## src/rtl/qrda_pkg.sv

```systemverilog
// shared types, constants and helpers for the quad region depth average block
package qrda_pkg;

	localparam int CORNER_COUNT_DEF  = 4;
	localparam int MAX_COLUMNS_DEF   = 1024;
	localparam int MAX_ROWS_DEF      = 1024;
	localparam int FRACTION_BITS_DEF = 16;

	localparam int CW = 13;  // corner coordinate width
	localparam int PW = 10;  // pixel coordinate width
	localparam int NW = 21;  // count width
	localparam int SW = 53;  // sum width
	localparam int QD = 4;   // queue depth
	localparam int QAW = 2;  // queue address width

	localparam logic [NW-1:0] COUNT_LIMIT = 21'h1FFFFF;

	// register indexes
	typedef enum logic [2:0] {
		REG_C0_COL = 3'd0, REG_C0_ROW = 3'd1, REG_C1_COL = 3'd2, REG_C1_ROW = 3'd3,
		REG_C2_COL = 3'd4, REG_C2_ROW = 3'd5, REG_C3_COL = 3'd6, REG_C3_ROW = 3'd7
	} reg_idx_t;

	// classified item handed from front to back
	typedef struct packed {
		logic        take;
		logic        last;
		logic [31:0] fx;
		logic [31:0] fy;
		logic [31:0] fz;
	} qitem_t;

	typedef enum logic [1:0] {
		BK_ACC, BK_DIV, BK_OUT
	} bk_state_t;

	function automatic logic float_bad(input logic [31:0] f);
		return f[30:23] == 8'hFF;
	endfunction

	function automatic logic float_zero(input logic [31:0] f);
		return f[30:0] == 31'd0;
	endfunction

	// float to signed fixed, truncate toward zero, saturate to 32 bits
	function automatic logic signed [32:0] float_to_fix(input logic [31:0] f,
			input int fb);
		logic [23:0]  sig;
		int           k;
		logic [32:0]  mag;
		logic [55:0]  wide;
		sig = (f[30:23] == 8'd0) ? {1'b0, f[22:0]} : {1'b1, f[22:0]};
		k = (f[30:23] == 8'd0) ? (-149 + fb) : (int'(f[30:23]) - 150 + fb);
		if (k > 8) begin
			mag = 33'h080000000;
		end else if (k >= 0) begin
			wide = 56'(sig) << k;
			mag = wide[32:0];
		end else if (k > -32) begin
			wide = 56'(sig) >> (-k);
			mag = wide[32:0];
		end else begin
			mag = 33'd0;
		end
		if (f[31]) begin
			if (mag > 33'h080000000) mag = 33'h080000000;
			return -$signed(mag);
		end else begin
			if (mag > 33'h07FFFFFFF) mag = 33'h07FFFFFFF;
			return $signed(mag);
		end
	endfunction

endpackage

```

## src/rtl/qrda_queue.sv

```systemverilog
// short fifo between front and back
module qrda_queue import qrda_pkg::*; (
	input  logic   clk,
	input  logic   arst_n,
	input  logic   push,
	input  qitem_t push_item,
	input  logic   pop,
	output logic   not_empty,
	output logic   room,
	output qitem_t head
);
	qitem_t         mem_q [QD];
	logic [QAW-1:0] wp_q, rp_q;
	logic [QAW:0]   cnt_q;

	always_ff @(posedge clk or negedge arst_n) begin
		if (!arst_n) begin
			wp_q  <= '0;
			rp_q  <= '0;
			cnt_q <= '0;
		end else begin
			if (push) wp_q <= wp_q + 1'b1;
			if (pop) rp_q <= rp_q + 1'b1;
			cnt_q <= cnt_q + (QAW+1)'(push) - (QAW+1)'(pop);
		end
	end

	always_ff @(posedge clk) begin
		if (push) mem_q[wp_q] <= push_item;
	end

	assign not_empty = cnt_q != '0;
	assign room      = cnt_q < (QAW+1)'(QD);
	assign head      = mem_q[rp_q];
endmodule

```

## config.mk

```make
export PLATFORM = sky130hd
export DESIGN_NAME = qrda_queue
export DESIGN_NICKNAME = d
export VERILOG_FILES = /design/src/rtl/qrda_pkg.sv /design/src/rtl/qrda_queue.sv
export SDC_FILE = /design/constraint.sdc
export NUM_CORES = 1
export LEC_CHECK = 0
export ABC_AREA = 1
export BUFFER_PORTS_ARGS = -buffer_cell sky130_fd_sc_hd__buf_2
export CORE_UTILIZATION = 53
export DETAILED_ROUTE_END_ITERATION = 10
export GPL_TIMING_DRIVEN = 0
export PLACE_DENSITY = 0.86
export SKIP_CTS_REPAIR_TIMING = 1
export SYNTH_ARGS = -nofsm -noshare
export SYNTH_HDL_FRONTEND = slang
export SYNTH_SLANG_ARGS = --single-unit
export TNS_END_PERCENT = 1
```

## constraint.sdc

```tcl
create_clock -name clk -period 3.2 [get_ports clk]
set_input_delay 0.16 -clock clk [delete_from_list [all_inputs] [get_ports clk]]
set_output_delay 0.16 -clock clk [all_outputs]
set_load 0.01 [all_outputs]
```

* After elaboration in Yosys (flattened, before gate mapping)
Memories as Yosys holds them, arrays and structs flattened.
Cells that the tools add are included.
** Word-level totals
- Memories :: 1
- Output and inout port bits :: 100
- Input bits :: 102
- Logic and storage cells :: 12
- Bits in registers :: 7
- RAM bits :: 392
** Memories
- mem_q :: depth 4, width 98, read ports 1, clocked after Yosys merged registers in 0, write ports 1, line qrda_queue.sv:12 : qitem_t mem_q [QD];
** Cells by class
- Reductions and logical operators :: 1
- Order comparisons :: 1
- Multiplexer cells :: 2
- Add/sub/neg operators :: 4
** Operator list (count)
- $add 2x1->2 const B :: 2
- $add 3x1->3 :: 1
- $lt 3x3->1 const B :: 1
- $reduce_bool 3->1 :: 1
- $sub 3x1->3 :: 1
- $mux 1 :: 2

* Depth between registers and ports, before layout
Gate-level depths: netlist of the first run.
- Depth in word-level cells :: 2
- Mapped depth :: 9
- Gate-level depth less buffers :: 9

* Least setup slack after synthesis of the first run
No wires, ideal clock.
- Path type :: reg-to-reg
- Start point :: reg wp_q[0]
- End point :: mem mem_q[0][0] (netlist name), enable pin
- Clock period less this slack :: 3.030 ns
- Buffers on the path :: 0
- Data required time :: 2.748 ns
- Arrival :: 2.578 ns
- Cell stages (with the launch flop) :: 5
- Slack :: 0.170 ns
- Setup time :: 0.452 ns
- Cell sequence :: dfrtp_1 > inv_1 > ha_1 > nand2_1 > inv_1
** RTL lines
- from (decl) :: line qrda_queue.sv:13 : logic [QAW-1:0] wp_q, rp_q;
- from (signal assigned) :: line qrda_queue.sv:22 : if (push) wp_q <= wp_q + 1'b1;
- to (decl) :: line qrda_queue.sv:12
Straight into the memory's write port.

==> results of run 1 <==
-- where the power goes --
group          switching [mW]  internal, mW
Combinational            4.77          2.28
Clock                    1.90          2.72
Sequential              0.233          6.83
-- layout make-up --
class	instances	area, um2
flip-flops and latches	399	11900
fillers	2036	10200
multi-input cells	710	3000
repair buffers	306	2130
inverters	407	1550
clock buffers	56	1090
well taps	396	495
plain buffers	65	407
clock inverters	15	186
diodes	3	7.51
-- cell families (layout without fill, tap and decap cells) --
group / after synthesis / in the layout / synth area share
xor+xnor: 3 / 3 / 0.00156
other cells: 0 / 3 / 0
flops: 399 / 399 / 0.708
simple gates: 699 / 699 / 0.170
compound gates: 1 / 1 / 0.000296
buf+inv: 472 / 849 / 0.115
fa+ha+maj: 7 / 7 / 0.00563
-- per-layer routing --
metal	up-vias	wire length, um	track usage
met1	5695	15700	0.300
met3	82	3400	0.0445
met5	-	0	0
li1	5625	-	-
met4	0	939	0.0773
met2	637	20800	0.404
-- flip-flops by register name, summed over array words and instances (netlist names) --
| name | count |
|---|---|
| cnt_q | 3 |
| mem_q | 392 |
| rp_q | 2 |
| wp_q | 2 |
-- path summary, 6_finish.rpt --
| check | end | depth (start not counted) |
|---|---|---|
| max in group asynchronous | wp_q[1]$_DFFE_PN0P_ | 2 |
| worst min-delay path | cnt_q[0]$_DFF_PN0_ | 2 |
| worst max register to register | mem_q[2][53]$_DFFE_PP_ | 5 |
| min in group clk | mem_q[0][69]$_DFFE_PP_ | 2 |
| worst max-delay path | head[21] | 6 |
| worst min register to register | wp_q[0]$_DFFE_PN0P_ | 1 |
-- synthesized netlist by cell type --
master | count | share of area
xor2_1 | 3 | 0.0016
nand3_1 | 198 | 0.059
inv_4 | 2 | 0.00074
buf_4 | 9 | 0.0040
dfrtp_1 | 7 | 0.010
buf_6 | 13 | 0.0087
clkbuf_1 | 17 | 0.0038
buf_1 | 1 | 0.00022
ha_1 | 6 | 0.0044
inv_1 | 405 | 0.090
fa_1 | 1 | 0.0012
o21ai_0 | 1 | 0.00030
edfxtp_1 | 392 | 0.70
buf_2 | 25 | 0.0074
nand2_1 | 501 | 0.11
==> flow_summary.toml, run 1 <==
[drt]
vias_cell = 5.11
drt-initial-drc-count = 1169
totalWireLength_um = 40800
post-route-drc-count = 0
ant_nets = 0
wire_per_inst_um = 17.3
drt-pass1-iter-count = 5
routed-via-count = 12039

[critical_path]
cp_data_required_time_ns = 3.04
timing.reg2reg.setup_slack_ns = 1.09
path_class = "flop to output pin"
critical_path.n_buffers_inverters = 4
critical_path_fanouts_max = 10
worst_setup_path_startpoint = "rp_q[1]$_DFFE_PN0P_"
cp_top_delay_family = "buffers and inverters"
timing.critical_path.arrival_ns = 2.14
startpoint_type = "flop"
worst_r2r_startpoint = "wp_q[0]$_DFFE_PN0P_"
setup.worst_path.end_class = "output pin"
timing.critical_path.slowest_cell_delay_ns = 0.48
worst_path_max_delay_cell = "clkbuf_1"
critical_path.cell_chain = "buf_4, inv_4, clkbuf_1, nand3_1, nand2_1, buf_2"

[sta]
layout_worst_path_cycle_share = 0.720
report.final.slew_viol_count = 0
max_freq_mhz = 434
final_critical_path_setup_slack_ns = 0.896
hold_viol = 0
worst-slew-pin-transition_ns = 0.733
timing.clock.skew_ns = 0.0255
maxSlewHeadroom = 0.512
setup_violations = 0
setup_total_negative_slack_ns = 0
final_period_minus_worst_setup_slack_ns = 2.30
grt_setup_unrepaired = "false"
finalHoldWorstSlack_ns = 0.00246

[placement]
dpl_cell_area_mm2 = 0.0185
post-place-cells = 2182
gp_routability_congestion = 0.779
port-buffer-count = 201
dp_hpwl_um = 23000
detailedPlace.worstSlack_ns = 1.13

[clock_tree]
ctsHtreeMaxLevel = 2
cts_made_buffers = 41
tritoncts = "done"
worst_skew_pair.late_latency_ns = 0.53
clk_pin_slew_ns = 0.06
clockRootBuffer = "clkbuf_16"
clkSinkCount = 399
cts_buffer_depth = 3

[power_and_ir_drop]
power_density_mw_per_mm2 = 900
power.total_mw = 18.7
ir_worst_vdd_mv = 0.704
power.leakage_nw = 9.73

[cells_and_area]
layout.cells.most_common_list = "nand2_1, inv_1, edfxtp_1"
utilization = 0.672
postLayoutCellArea_mm2 = 0.0208
area_growth_pct = 23.3
layout_commonest_cell = "nand2_1"
fin_nets = 2039
final-instance-count-excl-fill = 2357
final_layout_size_suffix_gt1_frac = 0.159

[synthesis]
yosysWarningCount = 0
synth_seq_area_share = 0.708
post_synth_inst_count = 1581
yosys.cell_types.count = 15
synth_area_mm2 = 0.0169
syn-num-nets = 1690
synthesis.area_per_instance_um2 = 10.7
synth-seq-cells = 399

[floorplanning]
floorplan.die.width_um = 180
fp.coreArea_mm2 = 0.0310
fp.dieArea_mm2 = 0.0326
boundaryPins = 202
initial_core_util = 0.545
die_height_um = 180
floorplan.rows = 64

[min_path]
worstHoldPathType = "input pin to asynchronous set/reset pin"

[grt]
largest_net_degree_at_the_start_of_global_routing = 63
first_global_vias = 11316
grt_util_all_layers = 0.235
antenna_found_initial = 2
gr-total-overflow = 0
global_route_wire_length_before_repair_um = 58600

[run]
maxCapViolations = 0

[status]
status = "complete, no violations"
No activity file was read; power rests on OpenSTA's default activity.
==> inputs of run 2 (changes only) <==
--- a/config.mk
+++ b/config.mk
@@ -5,12 +5,12 @@
 export SDC_FILE = /design/constraint.sdc
 export NUM_CORES = 1
 export LEC_CHECK = 0
-export ABC_AREA = 1
+export ABC_AREA = 0
 export BUFFER_PORTS_ARGS = -buffer_cell sky130_fd_sc_hd__buf_2
-export CORE_UTILIZATION = 53
+export CORE_UTILIZATION = 57
 export DETAILED_ROUTE_END_ITERATION = 10
 export GPL_TIMING_DRIVEN = 0
-export PLACE_DENSITY = 0.86
+export PLACE_DENSITY = 0.88
 export SKIP_CTS_REPAIR_TIMING = 1
 export SYNTH_ARGS = -nofsm -noshare
 export SYNTH_HDL_FRONTEND = slang
==> constraint.sdc (replaced) <==
create_clock -name clk -period 2.15 [get_ports clk]
set_input_delay 0.1075 -clock clk [delete_from_list [all_inputs] [get_ports clk]]
set_output_delay 0.1075 -clock clk [all_outputs]
set_load 0.01 [all_outputs]
==> run 2 against run 1 <==
Final cell count fell by 47%. Wire length fell by 28%. Sequential power is 49% higher. Count of clock-buffer cells in the layout decreased by 2. Critical path type unchanged. Power up 33%. First-iteration DRC count fell by 61%.
==> flow_summary.toml, run 2 <==
[clock_tree]
clkSinkCount = 399
clockRootBuffer = "clkbuf_16"
worst_skew_pair.late_latency_ns = 0.51
cts_made_buffers = 39
cts_buffer_depth = 3
ctsHtreeMaxLevel = 2
clk_pin_slew_ns = 0.06
tritoncts = "done"

[cells_and_area]
layout_commonest_cell = "edfxtp_1"
postLayoutCellArea_mm2 = 0.0185
antenna_cells_inserted = 0
utilization = 0.736
layout.cells.most_common_list = "edfxtp_1, buf_2, dlygate4sd3_1"
registers.top_by_ff_count = "mem_q"
fin_nets = 1005
area_growth_pct = 26.7
largest_register_ff_count = 392
reg_top3 = "mem_q x392, cnt_q x3"
final_layout_size_suffix_gt1_frac = 0.415

[grt]
global_route_wire_length_before_repair_um = 40100
largest_net_degree_at_the_start_of_global_routing = 58
grt.busiest_layer = "met2"
grtUsageMet2 = 0.355
gr-total-overflow = 0
grt_util_all_layers = 0.209
antenna_found_initial = 0
gr-usage-met3 = 0.0501
first_global_vias = 6996
grt.met1_usage = 0.264

[drt]
routed-via-count = 7033
drt-initial-drc-count = 453
post-route-drc-count = 0
totalWireLength_um = 29400
ant_nets = 0
vias_cell = 5.60
wire_per_inst_um = 23.4
drt-pass1-iter-count = 6

[critical_path]
cp_data_required_time_ns = 2.04
worst_path_max_delay_cell = "mux4_2"
startpoint_type = "flop"
critical_path_fanouts_max = 10
timing.critical_path.arrival_ns = 1.99
crit_top_cell = "buf_12"
critical_path.cell_chain = "buf_12, buf_12, mux4_2, buf_2"
path_class = "flop to output pin"
timing.critical_path.slowest_cell_delay_ns = 0.53
setup.worst_path.end_class = "output pin"

[synthesis]
yosys.cell_types.count = 16
synth_seq_area_share = 0.816
post_synth_inst_count = 546
synth-seq-cells = 399
yosysWarningCount = 0
synth.area.top_cells = "edfxtp_1, mux4_2, buf_12, dfrtp_1, ha_1"
synth_top_flop_cell = "edfxtp_1"
netlist.top_cell.by_area = "edfxtp_1"
synth_async_sr_flop_share = 0.0175
syn-num-nets = 655
number_of_synthesized_flops_with_an_enable_pin = 392
synth.cells.most_frequent = "edfxtp_1, mux4_2, buf_12, buf_2"
synth_area_mm2 = 0.0146
synthesis.area_per_instance_um2 = 26.8
synthMostInstantiatedCell = "edfxtp_1"
top_cell_type_s_share_of_synthesized_area = 0.805

[power_and_ir_drop]
power.leakage_nw = 6.49
power_density_mw_per_mm2 = 1350
ir_worst_vdd_mv = 1.19

[sta]
hold_viol = 0
finalHoldWorstSlack_ns = 0.346
max_freq_mhz = 477
grt_setup_unrepaired = "true"
final_period_minus_worst_setup_slack_ns = 2.10
setup_violations = 0
worst-slew-pin-transition_ns = 0.802
layout_worst_path_cycle_share = 0.976
report.final.slew_viol_count = 0
maxSlewHeadroom = 0.465
timing.clock.skew_ns = 0.0184

[min_path]
worstHoldPathType = "input pin to flop"

[floorplanning]
initial_core_util = 0.581
fp.coreArea_mm2 = 0.0252
floorplan.die.width_um = 162
boundaryPins = 202
fp.dieArea_mm2 = 0.0263
die_height_um = 162
floorplan.rows = 58

[placement]
dpl_cell_area_mm2 = 0.0162
port-buffer-count = 201
dp_hpwl_um = 16700
gp_routability_congestion = 0.702

[status]
status = "complete, no violations"

[run]
maxCapViolations = 0
-- run 2: cell types whose count changed after synthesis, sizes merged, moves of 3 or more --
cell,before,now
xnor2,0,3
inv,407,7
buf,48,22
and2,0,4
mux4,0,98
nand3,198,0
clkbuf,17,0
nand2,501,2
-- run 2: critical path: cells and delay by family (launching register included) --
| kind | cells | cell delay [ns] |
|---|---|---|
| flip-flops | 1 | 0.39 |
| buffers and inverters | 3 | 0.53 |
| multiplexers | 1 | 0.53 |
-- run 2: per-stage QoR --
stage	setup TNS [ns]	std cells	power [mW]	worst slack (ns)
floorplan	-24.83	546	15.4	-0.119
global placement	-292.65	1077	17.7	-1.00
detailed placement	0	1083	18.1	0.103
CTS	-2.09	1153	24.9	-0.206
global route	-0.0884	1255	25.9	-0.0181
finish	0	1255	24.9	0.0526
-- run 2: area by class of cell --
cell class | instances | area [um2]
buffer | 22 | 287
clock buffer | 54 | 1090
clock inverter | 16 | 199
fill | 1347 | 6640
inverter | 7 | 26.3
multi-input combinational | 118 | 2400
sequential | 399 | 11900
tap | 330 | 413
timing repair buffer | 309 | 2180
-- run 2: worst paths after layout --
check	startpoint	to	slack, ns	cells after the start
max in group asynchronous	arst_n	cnt_q[0]$_DFF_PN0_	1.32	3
min in group asynchronous	arst_n	wp_q[0]$_DFFE_PN0P_	0.57	3
setup / recovery	rp_q[0]$_DFFE_PN0P_	head[21]	0.05	4
hold reg to reg	cnt_q[2]$_DFF_PN0_	cnt_q[2]$_DFF_PN0_	0.49	1
hold / removal	push_item[77]	mem_q[3][77]$_DFFE_PP_	0.35	2
setup reg to reg	wp_q[0]$_DFFE_PN0P_	mem_q[2][30]$_DFFE_PP_	0.11	4
-- run 2: report_power, final --
part           total [mW]  switching, mW  internal (mW)  leakage, nW
Clock                6.83           2.68           4.15        0.626
Sequential           10.5          0.376           10.2         3.68
Combinational        7.56           3.91           3.65         2.18
-- run 2: logic make-up (layout without fill, tap and decap cells) --
group | count (synthesis) | in the layout | synth area share
flip-flops | 399 | 399 | 0.816
buffers and inverters | 29 | 408 | 0.0202
AND/OR/NAND/NOR | 7 | 7 | 0.00265
AO/OA/AOI/OAI | 1 | 1 | 0.000342
XOR/XNOR | 5 | 5 | 0.00299
multiplexers | 98 | 98 | 0.151
adder cells (fa/ha/maj) | 7 | 7 | 0.00650
-- run 2: metal layers --
metal  share of wire  vias to the layer above
li1                -                     3055
met1            0.38                     3644
met2            0.54                      278
met3           0.056                       56
met4           0.024                        0
met5               0                        -
