`config.mk`:
```
export PLATFORM = sky130hd
export DESIGN_NAME = qrda_back
export DESIGN_NICKNAME = d
export VERILOG_FILES = /design/src/rtl/qrda_pkg.sv /design/src/rtl/qrda_back.sv
export SDC_FILE = /design/constraint.sdc
export NUM_CORES = 2
export LEC_CHECK = 0
export BUFFER_PORTS_ARGS = -buffer_cell sky130_fd_sc_hd__clkbuf_2
export CORE_AREA = 3 3 318 320
export CTS_CLUSTER_DIAMETER = 150
export CTS_CLUSTER_SIZE = 20
export DETAILED_ROUTE_END_ITERATION = 8
export DIE_AREA = 0 0 321 323
export PLACE_DENSITY = 0.77
export SETUP_SLACK_MARGIN = 0.05
export SYNTH_ARGS = -nofsm -noshare
export SYNTH_HDL_FRONTEND = slang
export SYNTH_SLANG_ARGS = --single-unit
```
`constraint.sdc`:
```
create_clock -name clk -period 6.3 [get_ports clk]
set_clock_uncertainty 0.2 [all_clocks]
set_input_delay 0.63 -clock clk [delete_from_list [all_inputs] [get_ports clk]]
set_output_delay 0.63 -clock clk [all_outputs]
set_load 0.03 [all_outputs]
```
`src/rtl/qrda_pkg.sv`:
```
// shared types, constants and helpers for the quad region depth average block
package qrda_pkg;

	localparam int CORNER_COUNT_DEF  = 4;
	localparam int MAX_COLUMNS_DEF   = 1024;
	localparam int MAX_ROWS_DEF      = 1024;
	localparam int FRACTION_BITS_DEF = 16;

	localparam int CW = 13;  // corner coordinate width
	localparam int PW = 10;  // pixel coordinate width
	localparam int NW = 21;  // count width
	localparam int SW = 53;  // sum width
	localparam int QD = 4;   // queue depth
	localparam int QAW = 2;  // queue address width

	localparam logic [NW-1:0] COUNT_LIMIT = 21'h1FFFFF;

	// register indexes
	typedef enum logic [2:0] {
		REG_C0_COL = 3'd0, REG_C0_ROW = 3'd1, REG_C1_COL = 3'd2, REG_C1_ROW = 3'd3,
		REG_C2_COL = 3'd4, REG_C2_ROW = 3'd5, REG_C3_COL = 3'd6, REG_C3_ROW = 3'd7
	} reg_idx_t;

	// classified item handed from front to back
	typedef struct packed {
		logic        take;
		logic        last;
		logic [31:0] fx;
		logic [31:0] fy;
		logic [31:0] fz;
	} qitem_t;

	typedef enum logic [1:0] {
		BK_ACC, BK_DIV, BK_OUT
	} bk_state_t;

	function automatic logic float_bad(input logic [31:0] f);
		return f[30:23] == 8'hFF;
	endfunction

	function automatic logic float_zero(input logic [31:0] f);
		return f[30:0] == 31'd0;
	endfunction

	// float to signed fixed, truncate toward zero, saturate to 32 bits
	function automatic logic signed [32:0] float_to_fix(input logic [31:0] f,
			input int fb);
		logic [23:0]  sig;
		int           k;
		logic [32:0]  mag;
		logic [55:0]  wide;
		sig = (f[30:23] == 8'd0) ? {1'b0, f[22:0]} : {1'b1, f[22:0]};
		k = (f[30:23] == 8'd0) ? (-149 + fb) : (int'(f[30:23]) - 150 + fb);
		if (k > 8) begin
			mag = 33'h080000000;
		end else if (k >= 0) begin
			wide = 56'(sig) << k;
			mag = wide[32:0];
		end else if (k > -32) begin
			wide = 56'(sig) >> (-k);
			mag = wide[32:0];
		end else begin
			mag = 33'd0;
		end
		if (f[31]) begin
			if (mag > 33'h080000000) mag = 33'h080000000;
			return -$signed(mag);
		end else begin
			if (mag > 33'h07FFFFFFF) mag = 33'h07FFFFFFF;
			return $signed(mag);
		end
	endfunction

endpackage

```
`src/rtl/qrda_back.sv`:
```
// back end: conversion, accumulation, serial division of the sums
module qrda_back import qrda_pkg::*; #(
	parameter int FRACTION_BITS = FRACTION_BITS_DEF
) (
	input  logic               clk,
	input  logic               arst_n,
	input  logic               has_item,
	input  qitem_t             item,
	output logic               pop,
	output logic               res_valid,
	input  logic               res_stall,
	output logic [NW-1:0]      points_found,
	output logic signed [31:0] mean_x,
	output logic signed [31:0] mean_y,
	output logic signed [31:0] mean_z,
	output logic               no_points
);
	bk_state_t state_q, state_nx;
	logic signed [SW-1:0] sx_q, sy_q, sz_q;
	logic [NW-1:0]        n_q;
	// restoring division of magnitudes, one bit per cycle for all three sums
	logic [SW-1:0]        qx_q, qy_q, qz_q;
	logic [NW:0]          rx_q, ry_q, rz_q;
	logic                 nx_q, ny_q, nz_q;
	logic [5:0]           bit_q;
	logic                 rv_q;
	logic                 do_acc, add_pt, start_div, div_done;

	always_comb begin
		state_nx = state_q;
		case (state_q)
			BK_ACC: if (has_item && item.last && !rv_q) state_nx = BK_DIV;
			BK_DIV: if (div_done) state_nx = BK_OUT;
			BK_OUT: state_nx = BK_ACC;
			default: state_nx = BK_ACC;
		endcase
	end

	always_comb begin
		do_acc    = 1'b0;
		start_div = 1'b0;
		case (state_q)
			BK_ACC: begin
				do_acc    = has_item && (!item.last || !rv_q);
				start_div = has_item && item.last && !rv_q;
			end
			default: ;
		endcase
	end
	assign pop      = do_acc;
	assign add_pt   = do_acc && item.take && (n_q < COUNT_LIMIT);
	assign div_done = bit_q == 6'd0;

	function automatic logic [SW-1:0] mag(input logic signed [SW-1:0] v);
		return v[SW-1] ? SW'(-v) : SW'(v);
	endfunction

	function automatic logic [NW:0] rstep(input logic [NW:0] r, input logic b,
			input logic [NW-1:0] d);
		logic [NW+1:0] t;
		t = {r, b};
		return (t >= (NW+2)'(d)) ? (NW+1)'(t - (NW+2)'(d)) : (NW+1)'(t);
	endfunction

	function automatic logic qbit(input logic [NW:0] r, input logic b,
			input logic [NW-1:0] d);
		return {r, b} >= (NW+2)'(d);
	endfunction

	logic signed [SW-1:0] ax, ay, az;
	assign ax = sx_q + SW'(float_to_fix(item.fx, FRACTION_BITS));
	assign ay = sy_q + SW'(float_to_fix(item.fy, FRACTION_BITS));
	assign az = sz_q + SW'(float_to_fix(item.fz, FRACTION_BITS));

	always_ff @(posedge clk or negedge arst_n) begin
		if (!arst_n) begin
			state_q <= BK_ACC;
			sx_q <= '0; sy_q <= '0; sz_q <= '0;
			n_q  <= '0;
			bit_q <= '0;
			rv_q <= 1'b0;
			qx_q <= '0; qy_q <= '0; qz_q <= '0;
			rx_q <= '0; ry_q <= '0; rz_q <= '0;
			nx_q <= 1'b0; ny_q <= 1'b0; nz_q <= 1'b0;
			points_found <= '0;
			no_points    <= 1'b0;
			mean_x <= '0; mean_y <= '0; mean_z <= '0;
		end else begin
			state_q <= state_nx;
			if (rv_q && !res_stall) rv_q <= 1'b0;
			if (add_pt) begin
				sx_q <= ax; sy_q <= ay; sz_q <= az;
				n_q  <= n_q + 1'b1;
			end
			if (start_div) begin
				bit_q <= 6'(SW);
				if (add_pt) begin
					qx_q <= mag(ax); qy_q <= mag(ay); qz_q <= mag(az);
					nx_q <= ax[SW-1]; ny_q <= ay[SW-1]; nz_q <= az[SW-1];
				end else begin
					qx_q <= mag(sx_q); qy_q <= mag(sy_q); qz_q <= mag(sz_q);
					nx_q <= sx_q[SW-1]; ny_q <= sy_q[SW-1]; nz_q <= sz_q[SW-1];
				end
				rx_q <= '0; ry_q <= '0; rz_q <= '0;
			end
			if (state_q == BK_DIV && !div_done) begin
				bit_q <= bit_q - 1'b1;
				rx_q <= rstep(rx_q, qx_q[SW-1], n_q);
				ry_q <= rstep(ry_q, qy_q[SW-1], n_q);
				rz_q <= rstep(rz_q, qz_q[SW-1], n_q);
				qx_q <= {qx_q[SW-2:0], qbit(rx_q, qx_q[SW-1], n_q)};
				qy_q <= {qy_q[SW-2:0], qbit(ry_q, qy_q[SW-1], n_q)};
				qz_q <= {qz_q[SW-2:0], qbit(rz_q, qz_q[SW-1], n_q)};
			end
			if (state_q == BK_OUT) begin
				rv_q         <= 1'b1;
				points_found <= n_q;
				no_points    <= n_q == '0;
				mean_x <= (n_q == '0) ? 32'sd0 : 32'(nx_q ? SW'(-qx_q) : qx_q);
				mean_y <= (n_q == '0) ? 32'sd0 : 32'(ny_q ? SW'(-qy_q) : qy_q);
				mean_z <= (n_q == '0) ? 32'sd0 : 32'(nz_q ? SW'(-qz_q) : qz_q);
				sx_q <= '0; sy_q <= '0; sz_q <= '0;
				n_q  <= '0;
			end
		end
	end

	assign res_valid = rv_q;
endmodule

```
==> impl_results.html, run 1 <==
<table>
<tr><th>Metric</th><th>Value</th></tr>
<tr><th colspan="2">Status</th></tr>
<tr><td>Outcome</td><td>stopped before the end</td></tr>
<tr><td>Last stage the flow got to</td><td>global routing (5_1_grt)</td></tr>
<tr><td>First error line in the log</td><td>[ERROR GRT-0232] Routing congestion too high. Check the congestion heatmap in the GUI.</td></tr>
<tr><th colspan="2">Clock tree</th></tr>
<tr><td>Number of clock sinks</td><td>approximately 540</td></tr>
<tr><td>Number of H-tree levels</td><td>2</td></tr>
<tr><td>Number of buffers inserted during clock tree synthesis</td><td>34</td></tr>
<tr><td>Buffer cell driving the clock tree root</td><td>clkbuf_16</td></tr>
<tr><td>Maximum buffer depth of the clock tree</td><td>3</td></tr>
<tr><th colspan="2">Die</th></tr>
<tr><td>I/O pin count</td><td>around 220</td></tr>
<tr><td>Row Count</td><td>between 100 and 150</td></tr>
<tr><td>Width of the chip</td><td>~320 um</td></tr>
<tr><td>Initial Util</td><td>0.600</td></tr>
<tr><td>Chip height</td><td>between 300 and 400 um</td></tr>
<tr><th colspan="2">GRT</th></tr>
<tr><td>Antenna violations before repair</td><td>48</td></tr>
<tr><td>Global-route usage over all layers</td><td>0.739</td></tr>
<tr><td>Largest net degree at the start of global routing</td><td>between 150 and 200</td></tr>
<tr><td>Total congestion overflow</td><td>24</td></tr>
<tr><th colspan="2">Synth</th></tr>
<tr><td>Most area-hungry cell type in the Yosys netlist</td><td>dfrtp_1</td></tr>
<tr><td>Fraction of synthesized cell area in xor and xnor cells</td><td>0.0874</td></tr>
<tr><td>Synth Area in Adders</td><td>0.0575</td></tr>
<tr><td>Ys async rst share</td><td>1.00</td></tr>
<tr><td>Synth top area share</td><td>0.227</td></tr>
<tr><td>Mean area per synthesized cell</td><td>around 7.5 um2</td></tr>
<tr><td>Combinational family with the most area after synthesis</td><td>compound AO/OA/AOI/OAI gates</td></tr>
<tr><td>Post-synth cell types</td><td>~120</td></tr>
<tr><td>Net Count, Synth</td><td>8202</td></tr>
<tr><td>Number of enable-type register cells in the synthesized netlist</td><td>0</td></tr>
<tr><td>Simple-gate share of the synthesized area</td><td>0.228</td></tr>
<tr><td>Synthesis-stage register bit count</td><td>approximately 540</td></tr>
<tr><td>Commonest register cell after synthesis</td><td>dfrtp_1</td></tr>
<tr><td>Complex-gate fraction of the synthesized area</td><td>0.306</td></tr>
<tr><td>Proportion of synthesized area in mux cells</td><td>0.0447</td></tr>
<tr><td>Synth area leaders</td><td>dfrtp_1 23%, o21ai_0 6.4%, ha_1 5.5%</td></tr>
<tr><td>Sequential area share after synthesis</td><td>0.227</td></tr>
<tr><td>Netlist area before placement</td><td>~59000 um2</td></tr>
<tr><td>Post-synthesis cell count</td><td>between 7000 and 8000</td></tr>
<tr><td>Number of warnings issued by yosys</td><td>0</td></tr>
<tr><th colspan="2">Placement</th></tr>
<tr><td>Count of input and output buffers</td><td>221</td></tr>
<tr><td>Placed wire-length estimate after detailed placement</td><td>186000 um</td></tr>
<tr><td>Worst slack at placement</td><td>-4.03 ns</td></tr>
<tr><td>Final estimated routing congestion in global placement</td><td>1.05</td></tr>
<tr><td>Dpl cells</td><td>10800</td></tr>
<tr><th colspan="2">Timing</th></tr>
<tr><td>Critical endpoint after global-route timing repair</td><td>qz_q[50]$_DFFE_PN0P_/D</td></tr>
<tr><td>Type of pin the worst path ends at</td><td>register input</td></tr>
</table>
[cells by family after synthesis]
| logic type | after synthesis |
|---|---|
| and+or+nand+nor | 2739 |
| AOI/OAI and AO/OA | 2722 |
| buffers and inverters | 748 |
| xor gates and xnor gates | 585 |
| DFF | 535 |
| adders and majority gates | 268 |
| muxes | 235 |
[cell usage after synthesis (55+ instances only)]
| cell type | instances |
|---|---|
| a31oi_1 | 91 |
| buf_2 | 55 |
| or4_1 | 62 |
| and2_1 | 63 |
| ha_1 | 262 |
| dfrtp_1 | 535 |
| o21a_1 | 76 |
| o211ai_1 | 65 |
| a21o_1 | 162 |
| o31ai_1 | 140 |
| nor2b_1 | 66 |
| inv_1 | 211 |
| nand2_1 | 798 |
| nand3_1 | 388 |
| a221oi_1 | 75 |
| a22oi_1 | 68 |
| a211oi_1 | 86 |
| and3_1 | 92 |
| o22ai_1 | 71 |
| xor2_1 | 238 |
| nor4_1 | 69 |
| mux2i_1 | 174 |
| xnor2_1 | 342 |
| nand4_1 | 77 |
| clkbuf_1 | 418 |
| o21ai_0 | 758 |
| or3_1 | 117 |
| or2_2 | 58 |
| nor3_1 | 206 |
| nor2_1 | 528 |
| nand2b_1 | 75 |
| a21oi_1 | 495 |
[timing repair]
action                                  4_1_cts
hold endpoints to repair                     86
hold buffers                                  1
pin swaps                                   374
gates cloned                                 20
buffers inserted                            198
gates resized for setup                     599
endpoints found under the setup margin      296
[layer usage]
metal	overflow	track usage
met1	0	0.776
met2	3	0.879
met4	13	0.632
met3	8	0.606
met5	0	0.434
[metrics by stage]
| stage | hold WS, ns | area (um2) | TNS (ns) |
|---|---|---|---|
| detailed placement | 0.269 | 77300 | -808.34 |
| floorplan | 0.134 | 61600 | -569.20 |
| CTS | 0.0124 | 83000 | -466.04 |
| global placement | 0.261 | 77300 | -732.15 |
==> run 2: changes to the inputs <==
==> config.mk (replaced) <==
export PLATFORM = sky130hd
export DESIGN_NAME = qrda_back
export DESIGN_NICKNAME = d
export VERILOG_FILES = /design/src/rtl/qrda_pkg.sv /design/src/rtl/qrda_back.sv
export SDC_FILE = /design/constraint.sdc
export NUM_CORES = 2
export LEC_CHECK = 0
export BUFFER_PORTS_ARGS = -buffer_cell sky130_fd_sc_hd__clkbuf_2
export CORE_AREA = 3 3 389 391
export DETAILED_ROUTE_END_ITERATION = 8
export DIE_AREA = 0 0 392 394
export PLACE_DENSITY_LB_ADDON = 0.15
export SYNTH_ARGS = -nofsm -noshare
export SYNTH_HDL_FRONTEND = slang
export SYNTH_SLANG_ARGS = --single-unit
==> run 2 against run 1 <==
The flow now finishes, with violations (setup timing). Synthesized cell count stayed put. Synthesized area stayed put.
==> impl_results.html, run 2 <==
<table>
<tr><th>Metric</th><th>Value</th></tr>
<tr><th colspan="2">Status</th></tr>
<tr><td>Outcome</td><td>complete, but fails checks (was stopped before the end)</td></tr>
<tr><td>Violated checks</td><td>setup timing</td></tr>
<tr><th colspan="2">Worst setup path</th></tr>
<tr><td>Nature of the critical path startpoint</td><td>primary input</td></tr>
<tr><td>Reg2Reg Setup Slack</td><td>between 0.5 and 0.6 ns</td></tr>
<tr><td>Data required, critical path</td><td>~6.7 ns</td></tr>
<tr><td>Highest fanout seen on the critical path</td><td>6</td></tr>
<tr><td>Worst EP arrival</td><td>between 9 and 10 ns</td></tr>
<tr><td>Critical R2R Capture</td><td>ry_q[17]$_DFFE_PN0P_</td></tr>
<tr><td>Worst setup path category</td><td>in -&gt; reg</td></tr>
<tr><td>Capturing element type of the critical path</td><td>register</td></tr>
<tr><td>Cell type of the slowest stage on the worst timing path</td><td>or4_4</td></tr>
<tr><td>Crit path largest cell delay</td><td>around 0.54 ns</td></tr>
<tr><td>Number of cells traversed by the worst register-to-register path</td><td>18</td></tr>
<tr><td>Most Frequent Cell on Critical Path</td><td>a21o_1</td></tr>
<tr><td>Startpoint of the worst-slack reg-to-reg timing path</td><td>n_q[1]$_DFFE_PN0P_</td></tr>
<tr><th colspan="2">Synth</th></tr>
<tr><td>Synth area leaders</td><td>dfrtp_1 23%, o21ai_0 6.4%, ha_1 5.5% (unchanged)</td></tr>
<tr><td>Synthesis-stage register bit count</td><td>535 (unchanged)</td></tr>
<tr><td>Netlist area before placement</td><td>59100 um2 (unchanged)</td></tr>
<tr><td>Post-synth top cells</td><td>798 x nand2_1, 758 x o21ai_0, 535 x dfrtp_1 (unchanged)</td></tr>
<tr><td>Number of enable-type register cells in the synthesized netlist</td><td>0 (unchanged)</td></tr>
<tr><td>Post-synthesis cell count</td><td>7832 (unchanged)</td></tr>
<tr><td>Post-synth cell types</td><td>116 (unchanged)</td></tr>
<tr><td>Sequential area share after synthesis</td><td>0.227 (unchanged)</td></tr>
<tr><td>Number of warnings issued by yosys</td><td>0 (unchanged)</td></tr>
<tr><td>Most area-hungry cell type in the Yosys netlist</td><td>dfrtp_1 (unchanged)</td></tr>
<tr><td>Mean area per synthesized cell</td><td>7.54 um2 (unchanged)</td></tr>
<tr><td>Commonest register cell after synthesis</td><td>dfrtp_1 (unchanged)</td></tr>
<tr><td>Synth top area share</td><td>0.227 (unchanged)</td></tr>
<tr><td>Ys async rst share</td><td>1.00 (unchanged)</td></tr>
<tr><td>Net Count, Synth</td><td>8202 (unchanged)</td></tr>
<tr><td>Count leader, synth</td><td>nand2_1 (unchanged)</td></tr>
<tr><th colspan="2">Routing</th></tr>
<tr><td>Number of violations reported at the end of detailed-routing iteration 0</td><td>about 6800</td></tr>
<tr><td>Number of iterations in the first detailed-routing pass</td><td>7</td></tr>
<tr><td>Via count normalized by instance count</td><td>6.04</td></tr>
<tr><td>Residual DRC count</td><td>0</td></tr>
<tr><td>Avg WL per Cell</td><td>between 20 and 25 um</td></tr>
<tr><td>Post-route antenna net violation count</td><td>0</td></tr>
<tr><td>Total detailed-routing wirelength</td><td>approximately 270000 um</td></tr>
<tr><td>Vias</td><td>approximately 70000</td></tr>
<tr><th colspan="2">Job</th></tr>
<tr><td>Count of maximum capacitance violations</td><td>0</td></tr>
<tr><th colspan="2">Placement</th></tr>
<tr><td>Count of input and output buffers</td><td>221 (unchanged)</td></tr>
<tr><td>Placed wire-length estimate after detailed placement</td><td>198000 um (was 186000 um)</td></tr>
<tr><td>Worst slack at placement</td><td>-4.06 ns (was -4.03 ns)</td></tr>
<tr><td>Final estimated routing congestion in global placement</td><td>0.973 (was 1.05)</td></tr>
<tr><th colspan="2">Cells and area</th></tr>
<tr><td>Number of nets in the finished design</td><td>roughly 10000</td></tr>
<tr><td>Final core occ</td><td>0.597</td></tr>
<tr><td>Fraction of final layout cells with drive strength greater than 1</td><td>0.367</td></tr>
<tr><td>Most common cell after layout, fill and taps aside</td><td>buf_4</td></tr>
<tr><td>Synth-to-layout area growth</td><td>49.3%</td></tr>
<tr><td>Number of filler cells placed in the layout</td><td>13400</td></tr>
<tr><td>Commonest cells after routing, fill and taps aside</td><td>2146 x buf_4, 759 x nand2_1, 589 x o21ai_0</td></tr>
<tr><th colspan="2">GRT</th></tr>
<tr><td>First-pass GRT wire length</td><td>between 400000 and 500000 um</td></tr>
<tr><td>Antenna violations before repair</td><td>2</td></tr>
<tr><td>Largest net degree at the start of global routing</td><td>approximately 150</td></tr>
<tr><td>Global-route usage over all layers</td><td>0.331</td></tr>
<tr><td>Via count of the first global-routing pass</td><td>approximately 70000</td></tr>
<tr><td>Total congestion overflow</td><td>0</td></tr>
<tr><th colspan="2">Die</th></tr>
<tr><td>Initial Util</td><td>0.400 (was 0.600)</td></tr>
<tr><td>Width of the chip</td><td>392 um (was 321 um)</td></tr>
<tr><td>Chip height</td><td>394 um (was 323 um)</td></tr>
<tr><td>I/O pin count</td><td>222 (unchanged)</td></tr>
<tr><td>Row Count</td><td>141 (was 115)</td></tr>
<tr><td>Die outline area</td><td>around 150000 um2</td></tr>
<tr><td>Area of the placeable core</td><td>between 100000 and 150000 um2</td></tr>
<tr><th colspan="2">Clock tree</th></tr>
<tr><td>Clk slew on worst S/H paths</td><td>around 0.06 ns</td></tr>
<tr><td>Buffer cell driving the clock tree root</td><td>clkbuf_16 (unchanged)</td></tr>
<tr><td>Number of H-tree levels</td><td>3 (was 2)</td></tr>
<tr><td>Source-to-sink clock delay at the later pin of the worst-skew pair</td><td>approximately 0.68 ns</td></tr>
<tr><td>Number of clock sinks</td><td>535 (unchanged)</td></tr>
<tr><td>Number of buffers inserted during clock tree synthesis</td><td>66 (was 34)</td></tr>
<tr><td>CTS tree</td><td>built</td></tr>
<tr><td>Maximum buffer depth of the clock tree</td><td>3 (unchanged)</td></tr>
<tr><th colspan="2">Timing</th></tr>
<tr><td>Final worst-path setup slack</td><td>-2.79 ns</td></tr>
<tr><td>Worst rel slew slack</td><td>0.233</td></tr>
<tr><td>Portion of the clock cycle consumed by the worst path in the final layout</td><td>1.44</td></tr>
<tr><td>Hold WS</td><td>0.270 ns</td></tr>
<tr><td>Setup repair after global routing missed its margin</td><td>true</td></tr>
<tr><td>Slew of the pin with the lowest slew margin</td><td>roughly 1.2 ns</td></tr>
<tr><td>Post-layout minimum cycle time</td><td>between 9 and 10 ns</td></tr>
<tr><td>Endpoints failing setup</td><td>just under 300</td></tr>
<tr><td>Final hold violation count</td><td>0</td></tr>
<tr><td>Max frequency</td><td>110 MHz</td></tr>
<tr><td>Max-slew violation count</td><td>0</td></tr>
<tr><th colspan="2">Hold path</th></tr>
<tr><td>Terminating pin of the worst hold path</td><td>bit_q[4]$_DFFE_PN0P_</td></tr>
<tr><td>Hold Startpoint</td><td>bit_q[4]$_DFFE_PN0P_</td></tr>
<tr><td>Hold Crit Depth</td><td>1</td></tr>
<tr><td>Kind of path behind the tightest hold check</td><td>reg -&gt; reg</td></tr>
<tr><th colspan="2">Power and ir drop</th></tr>
<tr><td>Overall power of the completed layout</td><td>about 41 mW</td></tr>
<tr><td>Reported leakage power</td><td>around 40 nW</td></tr>
<tr><td>Largest vdd supply drop</td><td>0.000331 V</td></tr>
<tr><td>Pwr dens</td><td>roughly 460 nW/um2</td></tr>
</table>
-- run 2: worst max-delay path by stage --
stage | start | endpoint | slack (ns) | cells past startpoint
2_1_floorplan | item[25] | qz_q[50]$_DFFE_PN0P_ | -3.42 | 48
3_3_place_gp | item[24] | qz_q[47]$_DFFE_PN0P_ | -3.89 | 46
3_5_place_dp | item[24] | qz_q[20]$_DFFE_PN0P_ | -4.06 | 45
4_1_cts | item[25] | qz_q[8]$_DFFE_PN0P_ | -2.65 | 48
5_1_grt | item[25] | qz_q[39]$_DFFE_PN0P_ | -3.25 | 48
6_report | item[25] | qz_q[48]$_DFFE_PN0P_ | -2.79 | 45
-- run 2: per-layer routing --
metal  track usage  routed length (um)  vias up
met3        0.0495               20600      394
met4        0.0864                6860        0
li1              -                   -    33700
met1         0.471              120000    35400
met2         0.519              120000     2645
met5             0                   0        -
-- run 2: worst max-delay path: cells and delay by family --
kind            cells  cell delay [ns]
mux                 1             0.14
compound gates     19             3.35
xor+xnor            1             0.18
buf+inv             6             0.77
fa+ha+maj           4             0.90
simple gates       14             3.47
-- run 2: per-stage QoR --
stage	cell area, um2	setup TNS, ns	instances
after global routing	88200	-587.67	11900
after global placement	78900	-780.32	11500
after floorplan	61600	-569.20	7832
final	88200	-490.89	11900
after detailed placement	78900	-818.18	11500
after CTS	85900	-443.67	11900
-- run 2: kinds of logic after synthesis --
kind of cell    share of synthesized area
fa+ha+maj                          0.0575
xor+xnor                           0.0874
mux                                0.0447
simple gates                        0.228
buf+inv                            0.0499
flops                               0.227
compound gates                      0.306
-- run 2: timing repair --
action                                  in CTS  in global routing
endpoints found under the hold margin       98                  0
setup buffers                              204                106
endpoints found under the setup margin     295                298
pin swaps                                  365                313
cloned                                      12                  0
hold buffers                                 2                  0
gates resized for setup                    605                346
-- run 2: cell type report --
class	instances	area [um2]	share of cell area
inverter	219	836	0.00947
clock buffer	91	1910	0.0216
sequential	535	13400	0.152
timing repair buffer	2588	20400	0.231
clock inverter	29	409	0.00464
antenna	1	2.50	0.0000284
tap	1930	2410	0.0274
multi-input combinational	6549	48900	0.554
-- run 2: report_power, final --
part	switching, mW	total [mW]	internal (mW)
Combinational	15.1	29.5	14.4
Clock	1.72	4.12	2.40
Sequential	2.11	6.95	4.84
Total	19.0	40.6	21.6
(Power assumes the default switching activity.)
